`config.mk`:
```
export PLATFORM = sky130hd
export DESIGN_NAME = json_string_escaper_utf8_check
export DESIGN_NICKNAME = d
export VERILOG_FILES = /design/src/hdl/jseu_pkg.sv /design/src/hdl/json_string_escaper_utf8_check.sv
export VERILOG_INCLUDE_DIRS = /design/src /design/src/hdl
export SDC_FILE = /design/constraint.sdc
export NUM_CORES = 1
export LEC_CHECK = 0
export BUFFER_PORTS_ARGS = -buffer_cell sky130_fd_sc_hd__buf_4
export CAP_MARGIN = 30
export CORE_UTILIZATION = 49
export CTS_BUF_LIST = sky130_fd_sc_hd__clkbuf_8
export CTS_CLUSTER_DIAMETER = 60
export DETAILED_ROUTE_END_ITERATION = 16
export PLACE_DENSITY = 0.66
export SLEW_MARGIN = 40
export SYNTH_ARGS = -nofsm -noshare
export SYNTH_HDL_FRONTEND = slang
export SYNTH_SLANG_ARGS = --single-unit
export TNS_END_PERCENT = 50
```
`constraint.sdc`:
```
create_clock -name clk -period 9.4 [get_ports clk]
set_input_delay 1.88 -clock clk [delete_from_list [all_inputs] [get_ports clk]]
set_output_delay 1.88 -clock clk [all_outputs]
set_load 0.02 [all_outputs]
```
`src/hdl/json_string_escaper_utf8_check_macros.svh`:
```
// Assertion macros for the JSON string escaper.
// Used by the top level; expects signals named clk and rst in scope.
`ifndef JSON_STRING_ESCAPER_UTF8_CHECK_MACROS_SVH
`define JSON_STRING_ESCAPER_UTF8_CHECK_MACROS_SVH

// Checks an implication in the same cycle, disabled during reset.
`define JSEU_ASSERT_NOW(label, ante, cons, msg) \
  label: assert property (@(posedge clk) disable iff (rst) (ante) |-> (cons)) \
    else $error(msg);

// Checks an implication in the following cycle, disabled during reset.
`define JSEU_ASSERT_NEXT(label, ante, cons, msg) \
  label: assert property (@(posedge clk) disable iff (rst) (ante) |=> (cons)) \
    else $error(msg);

`endif

```
`src/hdl/jseu_pkg.sv`:
```
// Package for the JSON string escaper: character codes, UTF-8 limits and types.
// No dependencies.
package jseu_pkg;

  localparam logic [15:0] CAP_RESET   = 16'd8190;
  localparam int          MAX_RESULTS = 7;

  typedef enum logic [1:0] {
    ERR_NONE     = 2'd0,
    ERR_UTF8     = 2'd1,
    ERR_CAPACITY = 2'd2
  } err_t;

  localparam logic [7:0] CH_QUOTE  = 8'h22;
  localparam logic [7:0] CH_BSLASH = 8'h5C;
  localparam logic [7:0] CH_LF     = 8'h0A;
  localparam logic [7:0] CH_CR     = 8'h0D;
  localparam logic [7:0] CH_TAB    = 8'h09;
  localparam logic [7:0] CH_N      = 8'h6E;
  localparam logic [7:0] CH_R      = 8'h72;
  localparam logic [7:0] CH_T      = 8'h74;
  localparam logic [7:0] CH_U      = 8'h75;
  localparam logic [7:0] CH_ZERO   = 8'h30;
  localparam logic [7:0] CH_A_LOW  = 8'h61;
  localparam logic [7:0] CTRL_MAX  = 8'h1F;

  localparam logic [7:0] LEAD2_LO  = 8'hC2;
  localparam logic [7:0] LEAD2_HI  = 8'hDF;
  localparam logic [7:0] LEAD3_LO  = 8'hE0;
  localparam logic [7:0] LEAD3_HI  = 8'hEF;
  localparam logic [7:0] LEAD4_LO  = 8'hF0;
  localparam logic [7:0] LEAD4_HI  = 8'hF4;
  localparam logic [7:0] ASCII_END = 8'h80;

  localparam logic [20:0] MIN_CP3 = 21'h000800;
  localparam logic [20:0] SUR_LO  = 21'h00D800;
  localparam logic [20:0] SUR_HI  = 21'h00DFFF;
  localparam logic [20:0] MIN_CP4 = 21'h010000;
  localparam logic [20:0] MAX_CP  = 21'h10FFFF;

  typedef logic [7:0] piece_buf_t [0:MAX_RESULTS-1];

  function automatic logic [7:0] hex_lower(input logic [3:0] nib);
    logic [7:0] r;
    if (nib < 4'd10) begin
      r = CH_ZERO + {4'd0, nib};
    end else begin
      r = CH_A_LOW + {4'd0, nib} - 8'd10;
    end
    return r;
  endfunction

endpackage

```
`src/hdl/json_string_escaper_utf8_check.sv`:
```
// JSON string escaper with strict UTF-8 check: top level, one module.
// Depends on jseu_pkg and json_string_escaper_utf8_check_macros.svh.
//
//  channel  signals                              direction  request
//  in       in_valid/in_ready                    to block   data_byte, string_end
//  out      out_valid/out_ready                  from block out_byte, has_byte, last, status
//  cfg      cfg_valid/cfg_ready                  to block   cfg_data (output_capacity)
//
// An accepted request is escaped and checked in the cycle it is taken; its zero to seven
// results go into a result buffer that drains one per cycle while out_ready is high.
// A byte that yields at most one result keeps the rate at one request per cycle while out_ready
// is high; an escape of n results holds the input until the buffer hands over its final result.
// Reset (rst, synchronous) clears the per-string state and sets the capacity to 8190.
// Input is taken while the buffer is empty or hands over its final result in that cycle.
`include "json_string_escaper_utf8_check_macros.svh"

module json_string_escaper_utf8_check (
  input  logic        clk,
  input  logic        rst,
  input  logic        in_valid,
  output logic        in_ready,
  input  logic [7:0]  data_byte,
  input  logic        string_end,
  output logic        out_valid,
  input  logic        out_ready,
  output logic [7:0]  out_byte,
  output logic        has_byte,
  output logic        last,
  output logic [1:0]  status,
  input  logic        cfg_valid,
  output logic        cfg_ready,
  input  logic [15:0] cfg_data
);
  import jseu_pkg::*;

  logic [15:0] output_capacity;
  logic        quote_opened;
  logic [1:0]  continuation_left;
  logic [1:0]  sequence_length;
  logic [20:0] code_point_acc;
  logic [15:0] bytes_emitted;
  err_t        error_kind;

  piece_buf_t  pieces;
  logic [2:0]  count;
  logic [2:0]  rd;
  logic        fin_has;
  logic        fin_last;
  err_t        fin_status;

  logic        quote_opened_next;
  logic [1:0]  continuation_left_next;
  logic [1:0]  sequence_length_next;
  logic [20:0] code_point_acc_next;
  logic [15:0] bytes_emitted_next;
  err_t        error_kind_next;
  piece_buf_t  pieces_next;
  logic [2:0]  count_next;
  logic        fin_has_next;
  logic        fin_last_next;
  err_t        fin_status_next;

  logic        in_fire;
  logic        out_fire;
  logic        at_final;
  logic        string_cleared;
  logic        utf8_drop;

  assign cfg_ready = 1'b1;
  assign out_valid = (count != 3'd0);
  assign at_final  = (rd == count - 3'd1);
  assign out_fire  = out_valid && out_ready;
  assign in_ready  = (count == 3'd0) || (out_ready && at_final);
  assign in_fire   = in_valid && in_ready;

  assign out_byte = pieces[rd];
  assign has_byte = at_final ? fin_has : 1'b1;
  assign last     = at_final && fin_last;
  assign status   = last ? fin_status : ERR_NONE;

  assign string_cleared = !quote_opened && (bytes_emitted == 16'd0) &&
                          (error_kind == ERR_NONE);
  assign utf8_drop      = in_fire && !string_end && (error_kind == ERR_UTF8);

  always_comb begin
    logic [16:0] cap17;
    logic [16:0] be;
    logic [7:0]  esc;
    logic        utf_ok;
    logic        done;
    logic [2:0]  k;
    err_t        ek;
    cap17 = {1'b0, output_capacity};
    be    = {1'b0, bytes_emitted};
    ek    = error_kind;
    quote_opened_next      = quote_opened;
    continuation_left_next = continuation_left;
    sequence_length_next   = sequence_length;
    code_point_acc_next    = code_point_acc;
    pieces_next = '{default: 8'h00};
    k        = 3'd0;
    esc      = 8'h00;
    utf_ok   = 1'b1;
    done     = 1'b0;
    fin_has_next  = 1'b1;
    fin_last_next = 1'b0;

    if (string_end) begin
      fin_last_next = 1'b1;
      if (ek != ERR_UTF8 && continuation_left != 2'd0) begin
        ek = ERR_UTF8;
      end
      if (ek == ERR_NONE) begin
        if (!quote_opened) begin
          if (be + 17'd1 <= cap17) begin
            pieces_next[k] = CH_QUOTE;
            k  = k + 3'd1;
            be = be + 17'd1;
          end else begin
            ek = ERR_CAPACITY;
          end
        end
        if (ek == ERR_NONE) begin
          if (be + 17'd1 <= cap17) begin
            pieces_next[k] = CH_QUOTE;
            k    = k + 3'd1;
            done = 1'b1;
          end else begin
            ek = ERR_CAPACITY;
          end
        end
      end
      if (!done) begin
        pieces_next[k] = 8'h00;
        k = k + 3'd1;
        fin_has_next = 1'b0;
      end
      fin_status_next        = ek;
      quote_opened_next      = 1'b0;
      continuation_left_next = 2'd0;
      sequence_length_next   = 2'd0;
      code_point_acc_next    = 21'd0;
      be                     = 17'd0;
      ek                     = ERR_NONE;
    end else begin
      fin_status_next = ERR_NONE;
      if (ek != ERR_UTF8) begin
        if (continuation_left == 2'd0) begin
          if (data_byte < ASCII_END) begin
            utf_ok = 1'b1;
          end else if (data_byte >= LEAD2_LO && data_byte <= LEAD2_HI) begin
            sequence_length_next   = 2'd1;
            continuation_left_next = 2'd1;
            code_point_acc_next    = {16'd0, data_byte[4:0]};
          end else if (data_byte >= LEAD3_LO && data_byte <= LEAD3_HI) begin
            sequence_length_next   = 2'd2;
            continuation_left_next = 2'd2;
            code_point_acc_next    = {17'd0, data_byte[3:0]};
          end else if (data_byte >= LEAD4_LO && data_byte <= LEAD4_HI) begin
            sequence_length_next   = 2'd3;
            continuation_left_next = 2'd3;
            code_point_acc_next    = {18'd0, data_byte[2:0]};
          end else begin
            utf_ok = 1'b0;
          end
        end else if (data_byte[7:6] != 2'b10) begin
          utf_ok = 1'b0;
        end else begin
          code_point_acc_next    = {code_point_acc[14:0], data_byte[5:0]};
          continuation_left_next = continuation_left - 2'd1;
          if (continuation_left_next == 2'd0) begin
            if (sequence_length == 2'd2 &&
                (code_point_acc_next < MIN_CP3 ||
                 (code_point_acc_next >= SUR_LO && code_point_acc_next <= SUR_HI))) begin
              utf_ok = 1'b0;
            end
            if (sequence_length == 2'd3 &&
                (code_point_acc_next < MIN_CP4 || code_point_acc_next > MAX_CP)) begin
              utf_ok = 1'b0;
            end
          end
        end

        if (!utf_ok) begin
          ek = ERR_UTF8;
        end else if (ek == ERR_NONE) begin
          if (!quote_opened) begin
            if (be + 17'd1 <= cap17) begin
              pieces_next[k] = CH_QUOTE;
              k  = k + 3'd1;
              be = be + 17'd1;
              quote_opened_next = 1'b1;
            end else begin
              ek = ERR_CAPACITY;
            end
          end
          if (ek == ERR_NONE) begin
            case (data_byte)
              CH_QUOTE:  esc = CH_QUOTE;
              CH_BSLASH: esc = CH_BSLASH;
              CH_LF:     esc = CH_N;
              CH_CR:     esc = CH_R;
              CH_TAB:    esc = CH_T;
              default:   esc = 8'h00;
            endcase
            if (esc != 8'h00) begin
              if (be + 17'd2 <= cap17) begin
                pieces_next[k]        = CH_BSLASH;
                pieces_next[k + 3'd1] = esc;
                k  = k + 3'd2;
                be = be + 17'd2;
              end else begin
                ek = ERR_CAPACITY;
              end
            end else if (data_byte <= CTRL_MAX) begin
              if (be + 17'd6 <= cap17) begin
                pieces_next[k]        = CH_BSLASH;
                pieces_next[k + 3'd1] = CH_U;
                pieces_next[k + 3'd2] = CH_ZERO;
                pieces_next[k + 3'd3] = CH_ZERO;
                pieces_next[k + 3'd4] = hex_lower(data_byte[7:4]);
                pieces_next[k + 3'd5] = hex_lower(data_byte[3:0]);
                k  = k + 3'd6;
                be = be + 17'd6;
              end else begin
                ek = ERR_CAPACITY;
              end
            end else begin
              if (be + 17'd1 <= cap17) begin
                pieces_next[k] = data_byte;
                k  = k + 3'd1;
                be = be + 17'd1;
              end else begin
                ek = ERR_CAPACITY;
              end
            end
          end
        end
      end
    end
    count_next         = k;
    bytes_emitted_next = be[15:0];
    error_kind_next    = ek;
  end

  always_ff @(posedge clk) begin
    if (rst) begin
      output_capacity <= CAP_RESET;
    end else if (cfg_valid && cfg_ready) begin
      output_capacity <= cfg_data;
    end
  end

  always_ff @(posedge clk) begin
    if (rst) begin
      quote_opened      <= 1'b0;
      continuation_left <= 2'd0;
      sequence_length   <= 2'd0;
      code_point_acc    <= 21'd0;
      bytes_emitted     <= 16'd0;
      error_kind        <= ERR_NONE;
    end else if (in_fire) begin
      quote_opened      <= quote_opened_next;
      continuation_left <= continuation_left_next;
      sequence_length   <= sequence_length_next;
      code_point_acc    <= code_point_acc_next;
      bytes_emitted     <= bytes_emitted_next;
      error_kind        <= error_kind_next;
    end
  end

  always_ff @(posedge clk) begin
    if (rst) begin
      count <= 3'd0;
      rd    <= 3'd0;
    end else if (in_fire) begin
      count <= count_next;
      rd    <= 3'd0;
    end else if (out_fire) begin
      if (at_final) begin
        count <= 3'd0;
        rd    <= 3'd0;
      end else begin
        rd <= rd + 3'd1;
      end
    end
  end

  always_ff @(posedge clk) begin
    if (in_fire) begin
      pieces     <= pieces_next;
      fin_has    <= fin_has_next;
      fin_last   <= fin_last_next;
      fin_status <= fin_status_next;
    end
  end

  `JSEU_ASSERT_NOW(a_status_only_last, out_valid && status != ERR_NONE, last, "status before last")
  `JSEU_ASSERT_NOW(a_bare_only_last, out_valid && !has_byte, last, "bare result that is not last")
  `JSEU_ASSERT_NEXT(a_end_clears, in_fire && string_end, string_cleared, "string state not cleared")
  `JSEU_ASSERT_NEXT(a_silent_after_utf8, utf8_drop, !out_valid, "output after invalid UTF-8")

endmodule
```
Word-level counts from Yosys, hierarchy flattened

Index checks and enable logic that the tools add are counted.

Bits in registers: 120
Input bits: 30
Output and inout port bits: 15

Order comparisons: 37
Reduce and logical (&&, ||, !) cells: 45
$add $sub $neg: 22
Bitwise gates (word level): 26
Equality and inequality tests: 15
Multiplexer cells: 184

Operators by type and width:

| kind                                                     | number |
|---|---|
| 2-to-1 mux 56 bit                                        | 15 |
| 2-to-1 mux 8 bit                                         | 39 |
| bitwise mux 56 bit                                       | 4 |
| demux 8 bit (select 3 bit)                               | 8 |
| 2-to-1 mux 16 bit                                        | 10 |
| 2-to-1 mux 17 bit                                        | 8 |
| AND 42 bit                                               | 3 |
| NOT 42 bit                                               | 3 |
| 2-to-1 mux 15 bit                                        | 8 |
| <= comparator 17 x 16 -> 1 bit                           | 5 |
| 2-to-1 mux 3 bit                                         | 25 |
| 2-to-1 mux 2 bit                                         | 37 |
| AND 56 bit                                               | 1 |
| NOT 56 bit                                               | 1 |
| bitwise OR 14 bit                                        | 3 |
| greater-or-equal comparator 4 bit, second input constant | 9 |
| NOT 3 -> 4 bit                                           | 9 |
| bitwise OR 35 bit                                        | 1 |
| one-hot mux 7 bit (5 select lines)                       | 1 |
| adder 17 x 1 -> 17 bit, second input constant            | 2 |
| < comparator 4 x 1 -> 1 bit, second input constant       | 8 |
| AND 28 bit                                               | 1 |
| NOT 28 bit                                               | 1 |
| bitwise OR 28 bit                                        | 1 |
| other kinds (49)                                         | 126 |

Longest topological paths before layout

Gate-level depths: netlist of the first run.

Depth in word-level cells: 37
Mapped depth: 41
Mapped depth without buffers: 35

Worst setup path before layout of the first run

Ideal clock, no wire load.

Path type: reg2reg
Start point: register bytes_emitted[0]
End point: register pieces[46] (netlist bit), data pin
Arrival: 6.943 ns
Setup slack: 2.192 ns
Stages on the path, launching flop included: 38
Library setup time: 0.265 ns
Cells stage by stage: dfxtp_1 ha_1 buf_2 and3_1 buf_2 and2_1 xor2_1 ha_1 nand4_1 or3_1 o211ai_1 nand3_1 nand2_2 inv_2 buf_6 buf_6 clkbuf_1 nor2_1 [... 2 more ...] clkbuf_1 or4_1 a21oi_1 o21a_1 nand2_1 xnor2_1 ha_1 nand4_1 nor3_1 o21a_1 o31ai_1 a21oi_1 nor4_1 a2bb2oi_2 nor2_2 nand2_1 inv_1 or3_1

Cells in the longest elaborated chain, start to end: 27

RTL lines:

| what                                                            | line                                  | text |
|---|---|---|
| start, declared                                                 | json_string_escaper_utf8_check.sv:41  | `logic [15:0] bytes_emitted;` |
| start signal, assigned                                          | json_string_escaper_utf8_check.sv:267 | `bytes_emitted <= bytes_emitted_next;` |
| branches (longest 26 deep; another with adder 16 x 1 -> 17 bit) | n/a                                   |  |
| 2-to-1 mux 56 bit (*)                                           | json_string_escaper_utf8_check.sv:108 | `if (string_end) begin` |
| end signal, assigned                                            | json_string_escaper_utf8_check.sv:291 | `pieces <= pieces_next;` |
| end, declared                                                   | json_string_escaper_utf8_check.sv:44  | `piece_buf_t pieces;` |

Mark *: on every way between the ends. The select of a mux whose other input is x is not followed.
A chain may end at the register's enable or synchronous reset.

Worst setup path in the final report of the first run

Start point: register bytes_emitted[1]
End point: register bytes_emitted[10]

Cells in the longest elaborated chain, start to end: 18

RTL lines:

| what                                 | line                                                                         | text |
|---|---|---|
| adder 16 x 1 -> 17 bit               | json_string_escaper_utf8_check.sv:188, json_string_escaper_utf8_check.sv:191 |  |
| <= comparator 17 x 16 -> 1 bit       | json_string_escaper_utf8_check.sv:188                                        | `if (be + 17'd1 <= cap17) begin` |
| 2-to-1 mux 17 bit                    | json_string_escaper_utf8_check.sv:188                                        |  |
| 2-to-1 mux 17 bit                    | json_string_escaper_utf8_check.sv:187                                        | `if (!quote_opened) begin` |
| 2-to-1 mux 17 bit                    | json_string_escaper_utf8_check.sv:186                                        | `end else if (ek == ERR_NONE) begin` |
| 2-to-1 mux 17 bit                    | json_string_escaper_utf8_check.sv:184                                        | `if (!utf_ok) begin` |
| 2-to-1 mux 17 bit                    | json_string_escaper_utf8_check.sv:147                                        | `if (ek != ERR_UTF8) begin` |
| 2-to-1 mux 17 bit                    | json_string_escaper_utf8_check.sv:108                                        |  |
| [... 2 more ...]                     | n/a                                                                          |  |
| 2-to-1 mux 16 bit (on tied branches) | json_string_escaper_utf8_check.sv:229, json_string_escaper_utf8_check.sv:216 |  |
| 2-to-1 mux 16 bit                    | json_string_escaper_utf8_check.sv:215                                        | `end else if (data_byte <= CTRL_MAX) begin` |
| 2-to-1 mux 16 bit                    | json_string_escaper_utf8_check.sv:206                                        | `if (esc != 8'h00) begin` |
| 2-to-1 mux 16 bit (*)                | json_string_escaper_utf8_check.sv:197                                        | `if (ek == ERR_NONE) begin` |
| 2-to-1 mux 16 bit (*)                | json_string_escaper_utf8_check.sv:186                                        |  |
| 2-to-1 mux 16 bit (*)                | json_string_escaper_utf8_check.sv:184                                        |  |
| 2-to-1 mux 16 bit (*)                | json_string_escaper_utf8_check.sv:147                                        |  |
| 2-to-1 mux 16 bit (*)                | json_string_escaper_utf8_check.sv:108                                        |  |

Mark *: on every way between the ends. The rest lies on a longest branch, timed or not. The select of a mux whose other input is x is not followed.

==> results of run 1 <==
[tightest hold or removal path, stage by stage (launching register included)]
cell	delay, ns
dfxtp_1	0.33
nand2_1	0.05
a21oi_1	0.05
[cells by family after synthesis]
logic type / share of synthesized area
AOI/OAI and AO/OA: 0.232
xor gates and xnor gates: 0.0699
adders and majority gates: 0.106
buffers and inverters: 0.0579
DFF: 0.272
muxes: 0.0381
other: 0.000764
and+or+nand+nor: 0.224
[cell type report]
cell class              instances  area [um2]
clock inverters                 7        88.8
repair buffers                 71         533
diodes                          2        5.00
flip-flops and latches        109        2670
fillers                      1918        8900
well taps                     265         332
inverters                      64         240
multi-input cells             944        6630
clock buffers                   9         124
[state kept, by name, indices dropped and copies added (netlist names)]
signal and flops:
pieces 45, count 3, code_point_acc 15, error_kind 2
continuation_left 2, quote_opened 1, fin_status 2, fin_has 1
rd 3, bytes_emitted 16, sequence_length 2, fin_last 1
output_capacity 16
[worst max path at each step]
stage | cells after the start | end | start
after CTS | 34 | bytes_emitted[5] | bytes_emitted[1]
after global routing | 33 | pieces[46] | bytes_emitted[1]
after floorplan | 37 | pieces[46] | bytes_emitted[0]
after detailed placement | 34 | bytes_emitted[5] | bytes_emitted[1]
after global placement | 34 | bytes_emitted[5] | bytes_emitted[1]
final | 31 | bytes_emitted[10] | bytes_emitted[1]
[power groups by stage]
stage / clock network [mW] / logic [mW] / registers, mW
3_5_place_dp: 0 / 0.475 / 0.592
6_report: 0.318 / 0.486 / 0.581
3_3_place_gp: 0 / 0.471 / 0.590
5_1_grt: 0.341 / 0.525 / 0.587
4_1_cts: 0.325 / 0.476 / 0.581
2_1_floorplan: 0 / 0.332 / 0.578
[placed cells by master (no fill, tap or decap), drive strengths merged, types with 24 or more instances in the layout]
master,instances
o21ai,53
ha,83
nand4,29
dfxtp,60
o211ai,26
inv,67
a211oi,29
xnor2,51
nor3,40
xor2,24
nor2,81
edfxtp,49
a21oi,99
nand3,52
buf,71
nand2,119
[stage by stage]
step           utilization  setup slack (ns)
2_1_floorplan            -              2.19
3_3_place_gp         0.531             0.916
3_5_place_dp         0.533             0.638
4_1_cts              0.544             0.634
5_1_grt              0.544            0.0759
6_report             0.544             0.658
[repair_timing]
item	4_1_cts	5_1_grt
setup buffers	0	0
endpoints found under the setup margin	0	15
hold endpoints to repair	0	0
resized for setup	0	2
[layer usage]
layer,part of all wire,GRT usage,up-vias
li1,-,-,4418
met1,0.46,0.496,4441
met2,0.41,0.484,496
met3,0.11,0.0993,70
met4,0.029,0.119,0
met5,0,0,-
==> out/results.txt, run 1 <==
Overall power = 1.39 mW
Cts hold-fix bufs = 0
Final setup TNS = 0 ns
Final Hold Fails = 0
RR Startpoint = bytes_emitted[1]
Worst r2r dst = bytes_emitted[10]
Nets = 1,312
FF-to-FF setup slack = 0.66 ns
Outcome = finished, final reports clean
Antenna violations before repair = 2
Skew final = 0.0222 ns
Critical Path Max Stage Delay = 0.58 ns
Fin crit period = 8.74 ns
Final non-filler cell total = 1,471
Placed cell area = 10,400 um2
CP delay by family, top = simple AND/OR/NAND/NOR gates
P per Cell Area = 130 nW/um2
Kind of critical path = flop to flop
Clk_lat worst skew = 0.41 ns
Synth area leader = edfxtp_1
CTS Buf Count = 9
Hold Slack = 0.460 ns
Final GP Congestion = 1.08
Most frequent CP cell = nor2_1
Drc violations = 0
Cells after Synth = 1,182
Initial Util = 0.503
Gate power share = 0.351
Synth warn = 0
DRT Wirelength = 34,500 um
Syn Area/Cell = 8.31 um2
Die Area = 20,600 um2
CTS tree = built
Die Y = 144 um
RSZ-0062 raised after global routing = no
Slew @ Worst Pin = 0.878 ns
Starting DRT DRC Count = 1,028
Endpoints failing setup = 0
Data arrival time of the worst path = 9.07 ns
Yosys reg bits = 109
Max stage delay cell, worst path = dfxtp_1
Num rows = 51
Final number of max-transition violations = 0
Synth cell types = 98
Vias per inst = 6.41
Seq/Total Area, Yosys = 0.272
Clk sinks = 109
CTS clk-pin slew, worst paths = 0.13 ns
Per-cell routed wire length = 23.4 um
Async SR Flop Fraction = 0
Worst reg2reg path depth = 31
Grt ovf = 0
Number of global-route vias before repair = 8,557
Post-DP HPWL = 27,200 um
Slew HR = 0.411
Peak supply drop = 0.0000763 V
Longest Clk Path Bufs = 2
Most frequent cells after synthesis = nand2_1, a21oi_1, ha_1
Core ar. = 19,500 um2
Top cell type's share of synthesized area = 0.150
Final worst-path cycle share = 0.930
Internal power = 0.827 mW
Startpoint Class = flop
Worst hold path class = flop to flop
Hold EP = code_point_acc[13]
Sw power = 0.558 mW
CP bufs+invs = 3
EDFF count, synth = 49
Post-placement cell count = 1,453
Top FF cell, synth = dfxtp_1
Sequential share of power = 0.420
Vias = 9,425
Total I/O pin count = 45
Total track usage = 0.345
Ranking of synthesized cells by area = edfxtp_1, dfxtp_1, ha_1
Max-cap violations = 0
Switching share of power = 0.403
P&R area growth vs syn = 8.18%
Fmax = 114 MHz
Hold path startpoint = code_point_acc[13]
Worst Setup End Kind = flop
Hold path depth = 2
Clock root buffer = clkbuf_8
Antenna Violating Nets Remaining = 0
Final Cell Area = 10,600 um2
Power share of the clock group = 0.229
Mapped Area = 9820 um2
Lkg Pwr = 4.24 nW
PortBufs = 43
Critical path data required time = 9.73 ns
Die width = 144 um
Share of cells above drive strength 1 = 0.123
CP Max Fanout = 16
H-tree depth = 3
Count leader, synth = nand2_1
First-pass GRT wire length = 51,800 um
Drt pass-1 iters = 7
Largest net degree at the start of global routing = 64
(Power assumes the default switching activity.)
==> run 2: changes to the inputs <==
--- a/config.mk
+++ b/config.mk
@@ -7,12 +7,11 @@
 export NUM_CORES = 1
 export LEC_CHECK = 0
 export BUFFER_PORTS_ARGS = -buffer_cell sky130_fd_sc_hd__buf_4
-export CAP_MARGIN = 30
-export CORE_UTILIZATION = 49
+export CORE_UTILIZATION = 60
 export CTS_BUF_LIST = sky130_fd_sc_hd__clkbuf_8
 export CTS_CLUSTER_DIAMETER = 60
 export DETAILED_ROUTE_END_ITERATION = 16
-export PLACE_DENSITY = 0.66
+export PLACE_DENSITY = 0.78
 export SLEW_MARGIN = 40
 export SYNTH_ARGS = -nofsm -noshare
 export SYNTH_HDL_FRONTEND = slang
==> out/results.txt, run 2 (synthesis results as in run 1) <==
Endpoints failing setup = 0
H-tree depth = 3
Commonest non-fill, non-tap cell in the layout = nand2_1
Final number of max-transition violations = 0
Outcome = finished, final reports clean
Critical Path Max Stage Delay = 0.58 ns
Slew @ Worst Pin = 1.08 ns
Initial Util = 0.616
RSZ-0062 raised after global routing = no
Final setup TNS = 0 ns
Lkg Pwr = 4.19 nW
Post-DP HPWL = 26,000 um
Peak supply drop = 0.000119 V
Worst Setup End Kind = flop
Post-placement cell count = 1,396
Largest registers = pieces x45, bytes_emitted x16, output_capacity x16
Fin crit period = 8.68 ns
P&R area growth vs syn = 6.86%
Kind of critical path = flop to flop
Drt pass-1 iters = 6
Biggest register = pieces
CTS Buf Count = 9
Clk sinks = 109
Antenna Violating Nets Remaining = 0
Total I/O pin count = 45
PortBufs = 43
CTS clk-pin slew, worst paths = 0.13 ns
Slew HR = 0.273
Placed cell area = 10,300 um2
Core ar. = 15,900 um2
DRT Wirelength = 33,300 um
Startpoint Class = flop
Final non-filler cell total = 1,412
Worst hold path class = flop to flop
First-pass GRT wire length = 49,900 um
Antenna cells = 0
Most frequent cells in the layout = nand2_1, a21oi_1, ha_1
Hold path depth = 2
Number of flip-flops in the largest register = 45
Largest net degree at the start of global routing = 64
CTS tree = built
Share of cells above drive strength 1 = 0.120
Cts hold-fix bufs = 0
Final Hold Fails = 0
Starting DRT DRC Count = 1,178
Num rows = 46
Final GP Congestion = 1.04
Total track usage = 0.402
Most frequent CP cell = nand2_1
Die Area = 16,900 um2
P per Cell Area = 130 nW/um2
Die width = 130 um
Nets = 1,304
Grt ovf = 0
Antenna violations before repair = 1
Fmax = 115 MHz
Hold Slack = 0.457 ns
Die Y = 130 um
Worst reg2reg path depth = 33
Vias = 9,546
Worst r2r dst = pieces[46]
Clock root buffer = clkbuf_8
Final Cell Area = 10,500 um2
Number of global-route vias before repair = 8,491
Sequential Area = 2670 um2
Max-cap violations = 0
Max stage delay cell, worst path = dfxtp_1
Critical path data required time = 9.56 ns
Overall power = 1.37 mW
Hold EP = code_point_acc[13]
CP Max Fanout = 12
Final worst-path cycle share = 0.923
Per-cell routed wire length = 23.6 um
FF-to-FF setup slack = 0.72 ns
Longest Clk Path Bufs = 2
FILL cells = 1,379
Drc violations = 0
Crit path from = bytes_emitted[0]
Clk_lat worst skew = 0.41 ns
Skew final = 0.0186 ns
RR Startpoint = bytes_emitted[0]
Vias per inst = 6.76
Data arrival time of the worst path = 8.84 ns
Hold path startpoint = code_point_acc[13]
Multi-input gate area = 6640 um2
-- run 2: changes by cell type in the layout (fill, tap and decap cells not counted), sizes merged --
cell and change:
buf -8, clkinv +3, inv -3, diode -2
-- run 2: worst max-delay path: cells and delay by family (launching register included) --
| kind | cells | cell delay, ns |
|---|---|---|
| flip-flops | 1 | 0.58 |
| buffers and inverters | 3 | 0.46 |
| AND/OR/NAND/NOR | 17 | 4.14 |
| AO/OA/AOI/OAI | 6 | 1.46 |
| adder cells (fa/ha/maj) | 4 | 1.29 |
| XOR/XNOR | 3 | 0.49 |
-- run 2: stage by stage --
stage	worst slack, ns	util
4_1_cts	0.333	0.656
2_1_floorplan	2.19	-
3_5_place_dp	0.397	0.644
5_1_grt	0.0212	0.659
3_3_place_gp	0.667	0.643
6_report	0.723	0.659
-- run 2: per-layer routing --
layer,vias up,track usage,wire [um]
li1,4412,-,-
met3,69,0.0984,3900
met2,601,0.601,14000
met5,-,0,9
met4,2,0.124,954
met1,4462,0.569,14400
-- run 2: where the power goes --
part | switching [mW] | total [mW] | leakage, nW | internal [mW]
combinational | 0.317 | 0.480 | 3.11 | 0.163
clock | 0.193 | 0.298 | 0.103 | 0.105
sequential | 0.0335 | 0.587 | 0.976 | 0.553
-- run 2: cell type report --
type                            count  area share
Tap cell                          216      0.0257
Clock inverter                      7     0.00739
Multi-Input combinational cell    944       0.632
Timing Repair Buffer               63      0.0450
Inverter                           64      0.0229
Sequential cell                   109       0.255
Clock buffer                        9      0.0118
-- run 2: worst max path at each step --
| stage | endpoint | slack (ns) |
|---|---|---|
| floorplan | pieces[46] | 2.19 |
| global placement | bytes_emitted[15] | 0.67 |
| detailed placement | bytes_emitted[15] | 0.40 |
| CTS | bytes_emitted[15] | 0.33 |
| global route | pieces[46] | 0.02 |
| finish | pieces[46] | 0.72 |
-- run 2: what timing repair did --
action,CTS,global route
setup endpoints to repair,0,37
gates resized for setup,0,4
buffers inserted,0,0
